[src/hrs_pkg.sv]
// Package for the histogram range selectivity core.
// Holds the item structs, command and status codes and the offset-binary helper.
// No dependencies.
package hrs_pkg;

    localparam int VW    = 32;   // boundary and range value width
    localparam int QB    = 16;   // fraction bits produced by the overlap divider
    localparam int IDXW  = 11;   // wide enough for any bucket index up to 1024
    localparam int CNTW  = 5;    // counts the steps of the build divider
    localparam int SELW  = 17;
    localparam logic [SELW-1:0] ONE_Q16 = 17'h10000;

    localparam logic [1:0] CMD_WRITE = 2'd0;
    localparam logic [1:0] CMD_BUILD = 2'd1;
    localparam logic [1:0] CMD_RANGE = 2'd2;
    localparam logic [1:0] CMD_INTER = 2'd3;

    localparam logic [1:0] ST_OK      = 2'd0;
    localparam logic [1:0] ST_NO_HIST = 2'd1;
    localparam logic [1:0] ST_NON_MON = 2'd2;

    typedef struct packed {
        logic [1:0]           cmd;
        logic [7:0]           bucket_index;
        logic signed [VW-1:0] boundary_value;
        logic signed [VW-1:0] range_min;
        logic signed [VW-1:0] range_max;
        logic signed [VW-1:0] lower_a;
        logic signed [VW-1:0] upper_a;
        logic signed [VW-1:0] lower_b;
        logic signed [VW-1:0] upper_b;
        logic                 need_histogram;
    } t_hrs_in;

    typedef struct packed {
        logic [SELW-1:0] selectivity;
        logic [1:0]      status;
        logic            ready_res;
    } t_hrs_out;

    // Classified command as it waits in the queue; values are offset binary.
    typedef struct packed {
        logic [1:0]    cmd;
        logic [7:0]    idx;
        logic [VW-1:0] val;
        logic [VW-1:0] lo;
        logic [VW-1:0] hi;
        logic          empty;
        logic          need;
    } t_hrs_job;

    typedef struct packed {
        logic     valid;
        t_hrs_job job;
    } t_hrs_fq;

    // Offset binary: unsigned order matches signed order.
    function automatic logic [VW-1:0] f_bias(input logic [VW-1:0] v);
        f_bias = {~v[VW-1], v[VW-2:0]};
    endfunction

endpackage

[src/hrs_front.sv]
// Front end: accepts command items, swaps and intersects ranges, and queues them.
// Depends on hrs_pkg.
module hrs_front import hrs_pkg::*; (
    input  logic     i_clk,
    input  logic     i_rst_n,
    input  logic     start,
    input  t_hrs_in  i_item,
    input  logic     i_pop,
    output logic     busy,
    output t_hrs_fq  o_fq
);

    t_hrs_job      r_q [0:1];
    logic          r_wp;
    logic          r_rp;
    logic [1:0]    r_cnt;
    t_hrs_job      w_job;
    logic          w_push;
    logic [VW-1:0] w_la, w_ua, w_lb, w_ub, w_a0, w_a1, w_b0, w_b1, w_mn, w_mx;

    assign busy   = (r_cnt == 2'd2);
    assign w_push = start && !busy;

    always_comb begin
        w_la = f_bias(i_item.lower_a);
        w_ua = f_bias(i_item.upper_a);
        w_lb = f_bias(i_item.lower_b);
        w_ub = f_bias(i_item.upper_b);
        w_mn = f_bias(i_item.range_min);
        w_mx = f_bias(i_item.range_max);
        w_a0 = (w_ua < w_la) ? w_ua : w_la;
        w_a1 = (w_ua < w_la) ? w_la : w_ua;
        w_b0 = (w_ub < w_lb) ? w_ub : w_lb;
        w_b1 = (w_ub < w_lb) ? w_lb : w_ub;
        w_job.cmd   = i_item.cmd;
        w_job.idx   = i_item.bucket_index;
        w_job.val   = f_bias(i_item.boundary_value);
        w_job.need  = i_item.need_histogram;
        w_job.empty = 1'b0;
        w_job.lo    = w_a0;
        w_job.hi    = w_a1;
        unique case (i_item.cmd)
            CMD_BUILD: begin
                w_job.lo = (w_mx < w_mn) ? w_mx : w_mn;
                w_job.hi = (w_mx < w_mn) ? w_mn : w_mx;
            end
            CMD_INTER: begin
                w_job.lo    = (w_a0 > w_b0) ? w_a0 : w_b0;
                w_job.hi    = (w_a1 < w_b1) ? w_a1 : w_b1;
                w_job.empty = !(w_job.hi > w_job.lo);
            end
            default: begin
            end
        endcase
    end

    always_ff @(posedge i_clk) begin
        if (w_push) begin
            r_q[r_wp] <= w_job;
        end
    end

    always_ff @(posedge i_clk) begin
        if (!i_rst_n) begin
            r_wp  <= 1'b0;
            r_rp  <= 1'b0;
            r_cnt <= 2'd0;
        end else begin
            if (w_push) begin
                r_wp <= ~r_wp;
            end
            if (i_pop) begin
                r_rp <= ~r_rp;
            end
            r_cnt <= r_cnt + {1'b0, w_push} - {1'b0, i_pop};
        end
    end

    assign o_fq.valid = (r_cnt != 2'd0);
    assign o_fq.job   = r_q[r_rp];

endmodule

[config.mk]
export PLATFORM = sky130hd
export DESIGN_NAME = hrs_front
export DESIGN_NICKNAME = d
export VERILOG_FILES = /design/src/hrs_pkg.sv /design/src/hrs_front.sv
export SDC_FILE = /design/constraint.sdc
export NUM_CORES = 1
export LEC_CHECK = 0
export BUFFER_PORTS_ARGS = -buffer_cell sky130_fd_sc_hd__buf_2
export CORE_UTILIZATION = 45
export CTS_CLUSTER_SIZE = 16
export DETAILED_ROUTE_END_ITERATION = 12
export HOLD_SLACK_MARGIN = 0.08
export PLACE_DENSITY = 0.7
export RECOVER_POWER = 25
export SYNTH_ARGS = -nofsm -noshare
export SYNTH_HDL_FRONTEND = slang
export SYNTH_SLANG_ARGS = --single-unit
[constraint.sdc]
create_clock -name i_clk -period 6.4 [get_ports i_clk]
set_input_delay 0.64 -clock i_clk [delete_from_list [all_inputs] [get_ports i_clk]]
set_output_delay 0.64 -clock i_clk [all_outputs]
set_load 0.05 [all_outputs]
==> flow_summary.yaml, run 1 <==
cts:
  cts-root-to-sink-buffers: 3
  cts.htree.levels: 1
  cts_made_buffers: 22
  cts.root.buffer_cell: "sky130_fd_sc_hd__clkbuf_16"
  clk_pin_slew_worst_paths_ns: 0.07
  cts-hold-fix-buffers: 0
  tritoncts: "yes"
  insertion_delay_ns: 0.50
  clock-sinks: 221
global_route:
  gr_util_all_layers_pct: 28.7
  antenna_found_initial: 7
  grt_pass1_vias: 14800
  grt_overflow: 0
  grt_max_degree: 70
  grt_first_pass_wirelength_um: 84800
power_and_ir_drop:
  ir_drop_worst_case_vdd_mv: 0.145
  pwr_density_cell_nw_per_um2: 277
  totalPowerFinal_mw: 6.17
  power.static_leakage_nw: 10.0
detailed_routing:
  drt_wl_total_um: 57800
  detail_route.vias_per_cell: 5.62
  detail_route.drc_violations: 0
  wl_per_cell_um: 20.9
  detailedRoute.firstIterationViolations: 1103
  antenna_left: 0
  routed-via-count: 15500
  drt-pass1-iter-count: 5
floorplanning:
  initial_utilization_pct: 45.5
  chipWidth_um: 197
  die_height_um: 197
  num_io_pins: 349
  placeableCoreArea_um2: 37600
  rows: 71
  die-area_um2: 38800
min_path:
  min-delay-start: "i_item[221]"
  min_to: "r_q[1][94]$_DFFE_PP_"
  hold_class: "in -> reg"
  hold_path_depth: 1
worst_setup_path:
  cp_data_required_time_ns: 6.74
  critical_path_buf_inv_count: 6
  maximum_fanout_along_the_worst_path: 16
  timing.reg2reg.setup_slack_ns: 3.01
  worstPathArrival_ns: 6.56
  regToRegEndpoint: "r_q[1][101]$_DFFE_PP_"
  timing.critical_path.slowest_stage_cell: "sky130_fd_sc_hd__o211ai_1"
  critPathLaunchType: "input pin"
  critical_path.max_stage_delay_ns: 0.44
  timing.critical_path.to_type: "flip-flop"
  timing.reg2reg.worst_path_depth: 3
  timing_worst_setup_path_type: "in -> reg"
  critical_path.reg2reg.startpoint: "r_cnt[0]$_SDFF_PN0_"
  critical_path_s_top_delay_family: "compound AO/OA/AOI/OAI gates"
status:
  outcome: "complete, but fails checks"
  violations: "capacitance limit, slew limit"
logic_synthesis:
  ys_warn_count: 0
  yosys_register_bits: 221
  ys_top_cells_by_count: "216 x sky130_fd_sc_hd__edfxtp_1, 199 x sky130_fd_sc_hd__mux2_2, 190 x sky130_fd_sc_hd__ha_1"
  post_synth_inst_count: 1660
  fraction_of_registers_with_async_set_reset_pct: 0
  yosysMostFrequentCell: "sky130_fd_sc_hd__edfxtp_1"
  netlist.area_leader.share_pct: 37.9
  synth-seq-area-share_pct: 38.5
  count_of_distinct_cell_types_in_the_synthesized_netlist: 57
  synth.net_count: 2089
  avgSynthCellArea_um2: 10.3
  netlist_area_before_placement_um2: 17100
  synth-main-ff-cell: "sky130_fd_sc_hd__edfxtp_1"
  cell_accounting_for_the_most_synthesized_area: "sky130_fd_sc_hd__edfxtp_1"
  netlist_top_cells_area: "sky130_fd_sc_hd__edfxtp_1 38%, sky130_fd_sc_hd__ha_1 14%, sky130_fd_sc_hd__mux2_2 13%"
  number_of_synthesized_flops_with_an_enable_pin: 216
final_layout:
  final_util_pct: 59.2
  final_design_area_no_fill_um2: 22200
  layout_net_count: 2660
  share_of_post_route_cells_with_drive_strength_above_1_pct: 39.4
  area_delta_synth_final_pct: 30.0
  finalNonFillerCells: 2762
placed_design:
  placed_cell_area_um2: 21200
  gp_congestion: 0.946
  place_ws_ns: -1.07
  dp_cells: 2700
  dp_hpwl_um: 46200
  place.port_buffers: 348
run:
  max-cap-violations: 4
timing:
  fin_skew_ns: 0.00786
  tightest_slew_ns: 3.41
  timing.final.ws_setup_ns: 0.182
  fmax_mhz: 161
  timing.hold.ws_ns: 0.329
  final.setup.tns_ns: 0
  setup-violations-final: 0
  report.final.slew_viol_count: 193
  hold_viol: 0
  finalCritPeriodShare_pct: 97.2
  max-slew-margin-rel_pct: -127
  timing.final.crit_period_ns: 6.22
[cells in the final DEF, fill, tap and decap left out, types with 11 or more instances in the layout]
master,synthesis,final
sky130_fd_sc_hd__inv_1,137,137
sky130_fd_sc_hd__a21boi_1,11,11
sky130_fd_sc_hd__a32o_1,29,29
sky130_fd_sc_hd__a21oi_1,171,167
sky130_fd_sc_hd__nand3_1,52,52
sky130_fd_sc_hd__edfxtp_1,216,216
sky130_fd_sc_hd__nand4_1,32,32
sky130_fd_sc_hd__ha_1,190,188
sky130_fd_sc_hd__nor3_1,66,62
sky130_fd_sc_hd__nor2_1,112,108
sky130_fd_sc_hd__a21o_1,34,34
sky130_fd_sc_hd__mux2i_1,70,64
sky130_fd_sc_hd__buf_4,10,273
sky130_fd_sc_hd__nand2_1,42,42
sky130_fd_sc_hd__clkbuf_1,54,29
sky130_fd_sc_hd__a21boi_0,19,19
sky130_fd_sc_hd__clkbuf_16,0,24
sky130_fd_sc_hd__o21ai_0,51,46
sky130_fd_sc_hd__o22ai_1,31,31
sky130_fd_sc_hd__buf_2,19,328
sky130_fd_sc_hd__mux2_2,199,199
[sequential cells by signal, indices dropped and copies added, names as in the netlist, named ones only]
name   count
r_q      216
r_cnt      2
r_rp       1
r_wp       1
[worst register-to-register path, cell delays in order, from the launching register on]
cell                       delay, ns
sky130_fd_sc_hd__dfxtp_1        0.34
sky130_fd_sc_hd__nand2b_1       0.16
sky130_fd_sc_hd__and3_1         1.52
sky130_fd_sc_hd__buf_4          0.94
[report_power, final]
part           leakage, nW  internal [mW]  total, mW  switching (mW)
logic                 7.67           1.17       3.00            1.83
clock network        0.330          0.698       1.22           0.518
registers             2.05           1.89       1.95          0.0592
total                 10.0           3.75       6.17            2.41
[worst max-delay path by stage]
stage / start / end / depth (start not counted)
floorplan: i_item[55] / r_q[0][1]$_DFFE_PP_ / 32
global placement: i_item[98] / r_q[0][1]$_DFFE_PP_ / 29
detailed placement: i_item[56] / r_q[0][1]$_DFFE_PP_ / 31
CTS: i_item[110] / r_q[0][1]$_DFFE_PP_ / 29
global route: i_item[110] / r_q[0][1]$_DFFE_PP_ / 31
finish: i_item[112] / r_q[1][1]$_DFFE_PP_ / 30
[per-layer routing]
metal / track usage [%] / vias up / share of wire (%)
met5: 0 / - / 0.040
met4: 9.50 / 4 / 3.1
li1: - / 7407 / -
met2: 44.4 / 677 / 44
met1: 40.7 / 7331 / 45
met3: 4.55 / 90 / 8.0
[logic make-up after synthesis]
| group | synth area share (%) |
|---|---|
| xor gates and xnor gates | 0.154 |
| muxes | 17.2 |
| adders and majority gates | 13.9 |
| buffers and inverters | 5.71 |
| DFF | 38.5 |
| AOI/OAI and AO/OA | 15.4 |
| and+or+nand+nor | 9.19 |
[layout make-up]
cell class / count / area, um^2
flip-flops and latches: 221 / 6590
clock inverters: 9 / 70.1
clock buffers: 30 / 602
inverters: 137 / 514
repair buffers: 638 / 4000
well taps: 511 / 639
multi-input cells: 1211 / 9810
diodes: 5 / 12.5
fillers: 3279 / 15300
[repair_timing]
item | 4_1_cts | 5_1_grt
resized for setup | 12 | 38
setup buffers | 1 | 15
setup endpoints to repair | 2 | 2
cloned | 0 | 2
pin swaps | 3 | 19
(Power assumes the default switching activity.)
==> inputs of run 2 (changes only) <==
CORE_UTILIZATION = 51   (was 45)
PLACE_DENSITY = 0.78   (was 0.7)
==> run 2 against run 1 <==
  * The run still ends with capacitance limit, slew limit left
  * Routed wire length rose by 0.75%
  * Register-to-register slack lost 0.34 ns
  * Sequential power is essentially flat
  * Utilization is 8.9 points higher
  * Global-route usage up 4.6 points
  * Final cell count down 1.6%
  * Non-clock buffer count rose by 25
  * Sequential cell count did not move
  * Critical path depth up 6
  * Critical endpoint is now r_q[0][1]$_DFFE_PP_
  * Largest power group unchanged
==> flow_summary.yaml, run 2 (synthesized netlist as in run 1, its figures left out) <==
detailed_routing:
  antenna_left: 0
  wl_per_cell_um: 21.4
  detail_route.drc_violations: 0
  detail_route.vias_per_cell: 5.85
  drt-pass1-iter-count: 5
  routed-via-count: 15900
  detailedRoute.firstIterationViolations: 1222
  drt_wl_total_um: 58200
global_route:
  antenna_found_initial: 2
  grt_overflow: 0
  grt_pass1_vias: 15100
  grt_first_pass_wirelength_um: 86300
  gr_util_all_layers_pct: 33.2
  grt_max_degree: 69
worst_setup_path:
  cp-startpoint: "i_item[55]"
  critical_path_buf_inv_count: 8
  worstPathArrival_ns: 6.46
  cp_data_required_time_ns: 6.74
  critical_path_s_top_delay_family: "compound AO/OA/AOI/OAI gates"
  timing.critical_path.to_type: "flip-flop"
  critical-path-top-cell-by-count: "sky130_fd_sc_hd__o21a_1"
  timing.critical_path.slowest_stage_cell: "sky130_fd_sc_hd__ha_1"
  critPathLaunchType: "input pin"
  critical_path.max_stage_delay_ns: 0.30
  timing_worst_setup_path_type: "in -> reg"
  critical_path.reg2reg.startpoint: "r_cnt[0]$_SDFF_PN0_"
  maximum_fanout_along_the_worst_path: 13
final_layout:
  share_of_post_route_cells_with_drive_strength_above_1_pct: 39.7
  register_containing_the_most_flip_flops_in_the_final_layout: "r_q"
  final_util_pct: 68.1
  layout_net_count: 2686
  most-common-layout-cells: "326 x sky130_fd_sc_hd__buf_2, 303 x sky130_fd_sc_hd__buf_4, 216 x sky130_fd_sc_hd__edfxtp_1, 199 x sky130_fd_sc_hd__mux2_2, 190 x sky130_fd_sc_hd__ha_1"
  largest_reg_flops: 216
  finalNonFillerCells: 2717
  layout.filler_cells: 2541
  largest_registers: "r_q: 216 flops, r_cnt: 2 flops"
  area_delta_synth_final_pct: 30.5
  final_design_area_no_fill_um2: 22300
  layout_commonest_cell: "sky130_fd_sc_hd__buf_2"
placed_design:
  place.port_buffers: 348
  gp_congestion: 1.08
  placed_cell_area_um2: 21500
  dp_cells: 2672
  dp_hpwl_um: 47400
floorplanning:
  initial_utilization_pct: 52.2
  chipWidth_um: 185
  rows: 66
  placeableCoreArea_um2: 32800
  die-area_um2: 34300
  num_io_pins: 349
  die_height_um: 185
power_and_ir_drop:
  power.net_switching_mw: 2.44
  pwr_density_cell_nw_per_um2: 281
  combinationalPowerShare_pct: 47.9
  intPower_mw: 3.83
  proportion_of_total_power_due_to_net_switching_pct: 38.9
  power.static_leakage_nw: 10.2
  sequentialPowerShare_pct: 31.1
  ir_drop_worst_case_vdd_mv: 0.231
  power.clock.fraction_pct: 21.0
timing:
  hold_viol: 0
  fin_skew_ns: 0.0126
  report.final.slew_viol_count: 163
  tightest_slew_ns: 3.56
  fmax_mhz: 163
  max-slew-margin-rel_pct: -138
  setup-violations-final: 0
  finalCritPeriodShare_pct: 95.6
  timing.final.crit_period_ns: 6.12
status:
  outcome: "complete, but fails checks"
  violations: "capacitance limit, slew limit"
cts:
  insertion_delay_ns: 0.50
  tritoncts: "yes"
  clk_pin_slew_worst_paths_ns: 0.07
  cts-hold-fix-buffers: 0
  cts-root-to-sink-buffers: 3
  cts.root.buffer_cell: "sky130_fd_sc_hd__clkbuf_16"
  clock-sinks: 221
  cts_made_buffers: 23
  cts.htree.levels: 1
run:
  max-cap-violations: 3
min_path:
  hold_class: "in -> reg"
  min-delay-start: "i_item[0]"
## run 2: layout make-up
| cell class | instances | area (um^2) | area share (%) |
|---|---|---|---|
| Antenna cell | 2 | 5.00 | 0.0224 |
| Clock buffer | 23 | 576 | 2.58 |
| Clock inverter | 18 | 179 | 0.801 |
| Inverter | 137 | 514 | 2.30 |
| Multi-Input combinational cell | 1211 | 9710 | 43.5 |
| Sequential cell | 221 | 6590 | 29.5 |
| Tap cell | 442 | 553 | 2.48 |
| Timing Repair Buffer | 663 | 4200 | 18.8 |
## run 2: path summary, 6_finish.rpt
path / to / slack [ns] / cells past startpoint
setup / recovery: r_q[0][1]$_DFFE_PP_ / 0.28 / 36
hold / removal: r_q[1][0]$_DFFE_PP_ / 0.33 / 1
setup reg to reg: r_q[1][26]$_DFFE_PP_ / 2.67 / 3
hold reg to reg: flip-flop / 0.58 / 2
## run 2: worst register-to-register path, cell delays in order (launching register included)
cell and delay (ns):
sky130_fd_sc_hd__dfxtp_1 0.34, sky130_fd_sc_hd__nand2b_1 0.16, sky130_fd_sc_hd__and3_1 1.90, sky130_fd_sc_hd__buf_4 0.91
## run 2: timing repair
item                                    CTS  global route
resized for setup                         4            25
endpoints found under the hold margin     0             0
buffers inserted                          0             2
endpoints found under the setup margin    2             2
pin swaps                                 0             8
## run 2: through the flow
step | hold slack [ns] | setup TNS (ns) | worst slack (ns) | power (mW)
floorplan | 0.542 | 0 | 0.142 | 3.86
global placement | 0.556 | -1.04 | -0.518 | 4.83
detailed placement | 0.574 | -1.43 | -0.714 | 4.89
CTS | 0.319 | 0 | 0.00626 | 6.22
global route | 0.324 | -0.143 | -0.0714 | 6.57
finish | 0.330 | 0 | 0.281 | 6.28
## run 2: power by group through the flow
stage	logic (mW)	registers, mW	clock network [mW]
after floorplan	1.89	1.97	0
after global routing	3.21	1.97	1.39
after global placement	2.87	1.96	0
after CTS	2.93	1.95	1.34
final	3.01	1.95	1.32
after detailed placement	2.91	1.98	0
## run 2: per-layer routing
metal	global-route usage (%)	vias to the layer above	routed length [um]
met1	46.7	7591	25400
met5	0	-	0
met3	4.90	98	5210
li1	-	7457	-
met2	53.0	755	25900
met4	9.55	0	1730
==> inputs of run 3 (changes only) <==
PLACE_DENSITY = 0.87   (was 0.78)
REMOVE_ABC_BUFFERS = 1   (was unset)
==> run 3 against run 2 <==
  * The run ends with capacitance limit, slew limit, setup timing left
  * Largest power group unchanged
  * Critical endpoint is now r_q[1][1]$_DFFE_PP_
  * Utilization increased by 3.2 points
  * Critical path depth decreased by 1
  * Highest routed layer is now met5
  * Sequential cell count unchanged
  * Worst hold slack got worse by 0.041 ns
  * Largest cell class unchanged
  * Global-route usage increased by 0.33 points
  * First-iteration DRC count increased by 14%
  * Total power increased by 3.0%
  * Non-clock buffer count increased by 48
==> flow_summary.yaml, run 3 (synthesized netlist as in run 1, its figures left out) <==
status:
  outcome: "complete, but fails checks"
  violations: "capacitance limit, slew limit, setup timing"
worst_setup_path:
  timing_worst_setup_path_type: "in -> reg"
  critical_path.max_stage_delay_ns: 0.43
  worstPathArrival_ns: 6.81
  critical-path-top-cell-by-count: "sky130_fd_sc_hd__o21a_1"
  cp_data_required_time_ns: 6.79
  timing.critical_path.to_type: "flip-flop"
  timing.reg2reg.worst_path_depth: 3
  timing.critical_path.slowest_stage_cell: "sky130_fd_sc_hd__nor4_4"
  maximum_fanout_along_the_worst_path: 7
  critPathLaunchType: "input pin"
detailed_routing:
  wl_per_cell_um: 21.6
  drt_wl_total_um: 59700
  detail_route.drc_violations: 0
  detailedRoute.firstIterationViolations: 1397
  drt-pass1-iter-count: 6
  routed-via-count: 16300
  detail_route.vias_per_cell: 5.88
  antenna_left: 0
timing:
  report.final.slew_viol_count: 184
  fin_skew_ns: 0.0337
  tightest_slew_ns: 2.90
  rsz0062_at_grt: "true"
  finalCritPeriodShare_pct: 100
  fmax_mhz: 156
  timing.final.ws_setup_ns: -0.0223
  timing.final.crit_period_ns: 6.42
  max-slew-margin-rel_pct: -93.3
  hold_viol: 0
  setup-violations-final: 2
power_and_ir_drop:
  combinationalPowerShare_pct: 49.9
  sequentialPowerShare_pct: 30.2
  power.clock.fraction_pct: 19.9
  ir_drop_worst_case_vdd_mv: 0.285
  intPower_mw: 3.94
  pwr_density_cell_nw_per_um2: 277
  proportion_of_total_power_due_to_net_switching_pct: 39.1
  power.static_leakage_nw: 10.5
  power.net_switching_mw: 2.53
  totalPowerFinal_mw: 6.47
final_layout:
  register_containing_the_most_flip_flops_in_the_final_layout: "r_q"
  largest_registers: "r_q: 216 flops, r_cnt: 2 flops"
  final_util_pct: 71.3
  layout.filler_cells: 2436
  layout_net_count: 2736
  layout_commonest_cell: "sky130_fd_sc_hd__buf_4"
  most-common-layout-cells: "332 x sky130_fd_sc_hd__buf_4, 316 x sky130_fd_sc_hd__buf_2, 216 x sky130_fd_sc_hd__edfxtp_1, 198 x sky130_fd_sc_hd__mux2_2, 179 x sky130_fd_sc_hd__ha_1"
  largest_reg_flops: 216
  area_delta_synth_final_pct: 36.6
  share_of_post_route_cells_with_drive_strength_above_1_pct: 43.7
cts:
  insertion_delay_ns: 0.56
  clock-sinks: 221
  tritoncts: "yes"
  clk_pin_slew_worst_paths_ns: 0.06
  cts_made_buffers: 24
  cts.htree.levels: 1
  cts.root.buffer_cell: "sky130_fd_sc_hd__clkbuf_16"
  cts-hold-fix-buffers: 0
  cts-root-to-sink-buffers: 3
global_route:
  grt_pass1_vias: 16100
  gr_util_all_layers_pct: 33.5
  grt_first_pass_wirelength_um: 87200
  grt_overflow: 0
  grt_max_degree: 72
  antenna_found_initial: 3
floorplanning:
  initial_utilization_pct: 52.2
  placeableCoreArea_um2: 32800
  num_io_pins: 349
  die-area_um2: 34300
  die_height_um: 185
  rows: 66
  chipWidth_um: 185
placed_design:
  gp_congestion: 1.00
  place.port_buffers: 348
  dp_hpwl_um: 44400
min_path:
  hold_class: "in -> reg"
  hold_path_depth: 1
run:
  max-cap-violations: 4
[run 3: per-layer routing]
layer / share of wire [%] / routed length (um) / track usage (%) / vias to the layer above
met5: 0.022 / 13 / 0 / -
met2: 48 / 28500 / 57.6 / 791
met4: 4.0 / 2370 / 13.9 / 2
li1: - / - / - / 7577
met1: 39 / 23400 / 40.9 / 7758
met3: 9.1 / 5440 / 6.67 / 147
[run 3: cell type report]
class                      count  area (um^2)  share of cell area [%]
multi-input combinational   1212        10200                    43.6
sequential                   221         6590                    28.2
timing repair buffer         711         4780                    20.4
clock buffer                  27          612                    2.62
tap                          442          553                    2.37
inverter                     137          519                    2.22
clock inverter                16          113                   0.482
antenna                        2         5.00                  0.0214
[run 3: worst max-delay path: cells and delay by family]
kind	cells	cell delay, ns
multiplexers	2	0.58
buffers and inverters	8	0.99
AO/OA/AOI/OAI	16	2.76
adder cells (fa/ha/maj)	3	0.66
AND/OR/NAND/NOR	6	1.17
[run 3: metrics by stage]
step / std cells / hold WS (ns) / instance area (um^2) / TNS [ns] / setup WS, ns
6_report: 2768 / 0.289 / 23400 / -0.0445 / -0.0223
4_1_cts: 2752 / 0.273 / 22700 / 0 / 0.00723
5_1_grt: 2767 / 0.274 / 23400 / -0.327 / -0.163
3_3_place_gp: 2690 / 0.556 / 21600 / -34.42 / -1.63
2_1_floorplan: 1569 / 0.542 / 16600 / -374.26 / -5.71
3_5_place_dp: 2690 / 0.564 / 21600 / -51.57 / -1.73
[run 3: final timing paths]
| check | start | to | slack, ns |
|---|---|---|---|
| max | i_item[53] | r_q[1][1]$_DFFE_PP_ | -0.02 |
| min | i_item[232] | r_q[0][105]$_DFFE_PP_ | 0.29 |
| min reg2reg | r_rp$_SDFFE_PN0P_ | flip-flop | 0.58 |
| max reg2reg | r_cnt[0]$_SDFF_PN0_ | r_q[1][95]$_DFFE_PP_ | 2.46 |
[run 3: power groups by stage]
stage / clock network, mW / registers, mW / logic (mW)
3_3_place_gp: 0 / 1.96 / 2.85
5_1_grt: 1.35 / 1.97 / 3.44
4_1_cts: 1.31 / 1.95 / 3.00
2_1_floorplan: 0 / 1.99 / 1.83
3_5_place_dp: 0 / 1.97 / 2.90
6_report: 1.29 / 1.95 / 3.23
[run 3: what timing repair did]
| item | in CTS | in global routing |
|---|---|---|
| buffers inserted | 18 | 11 |
| gates resized for setup | 47 | 116 |
| pin swaps | 14 | 42 |
| gates cloned | 1 | 3 |
| endpoints found under the hold margin | 0 | 0 |
| endpoints found under the setup margin | 32 | 2 |
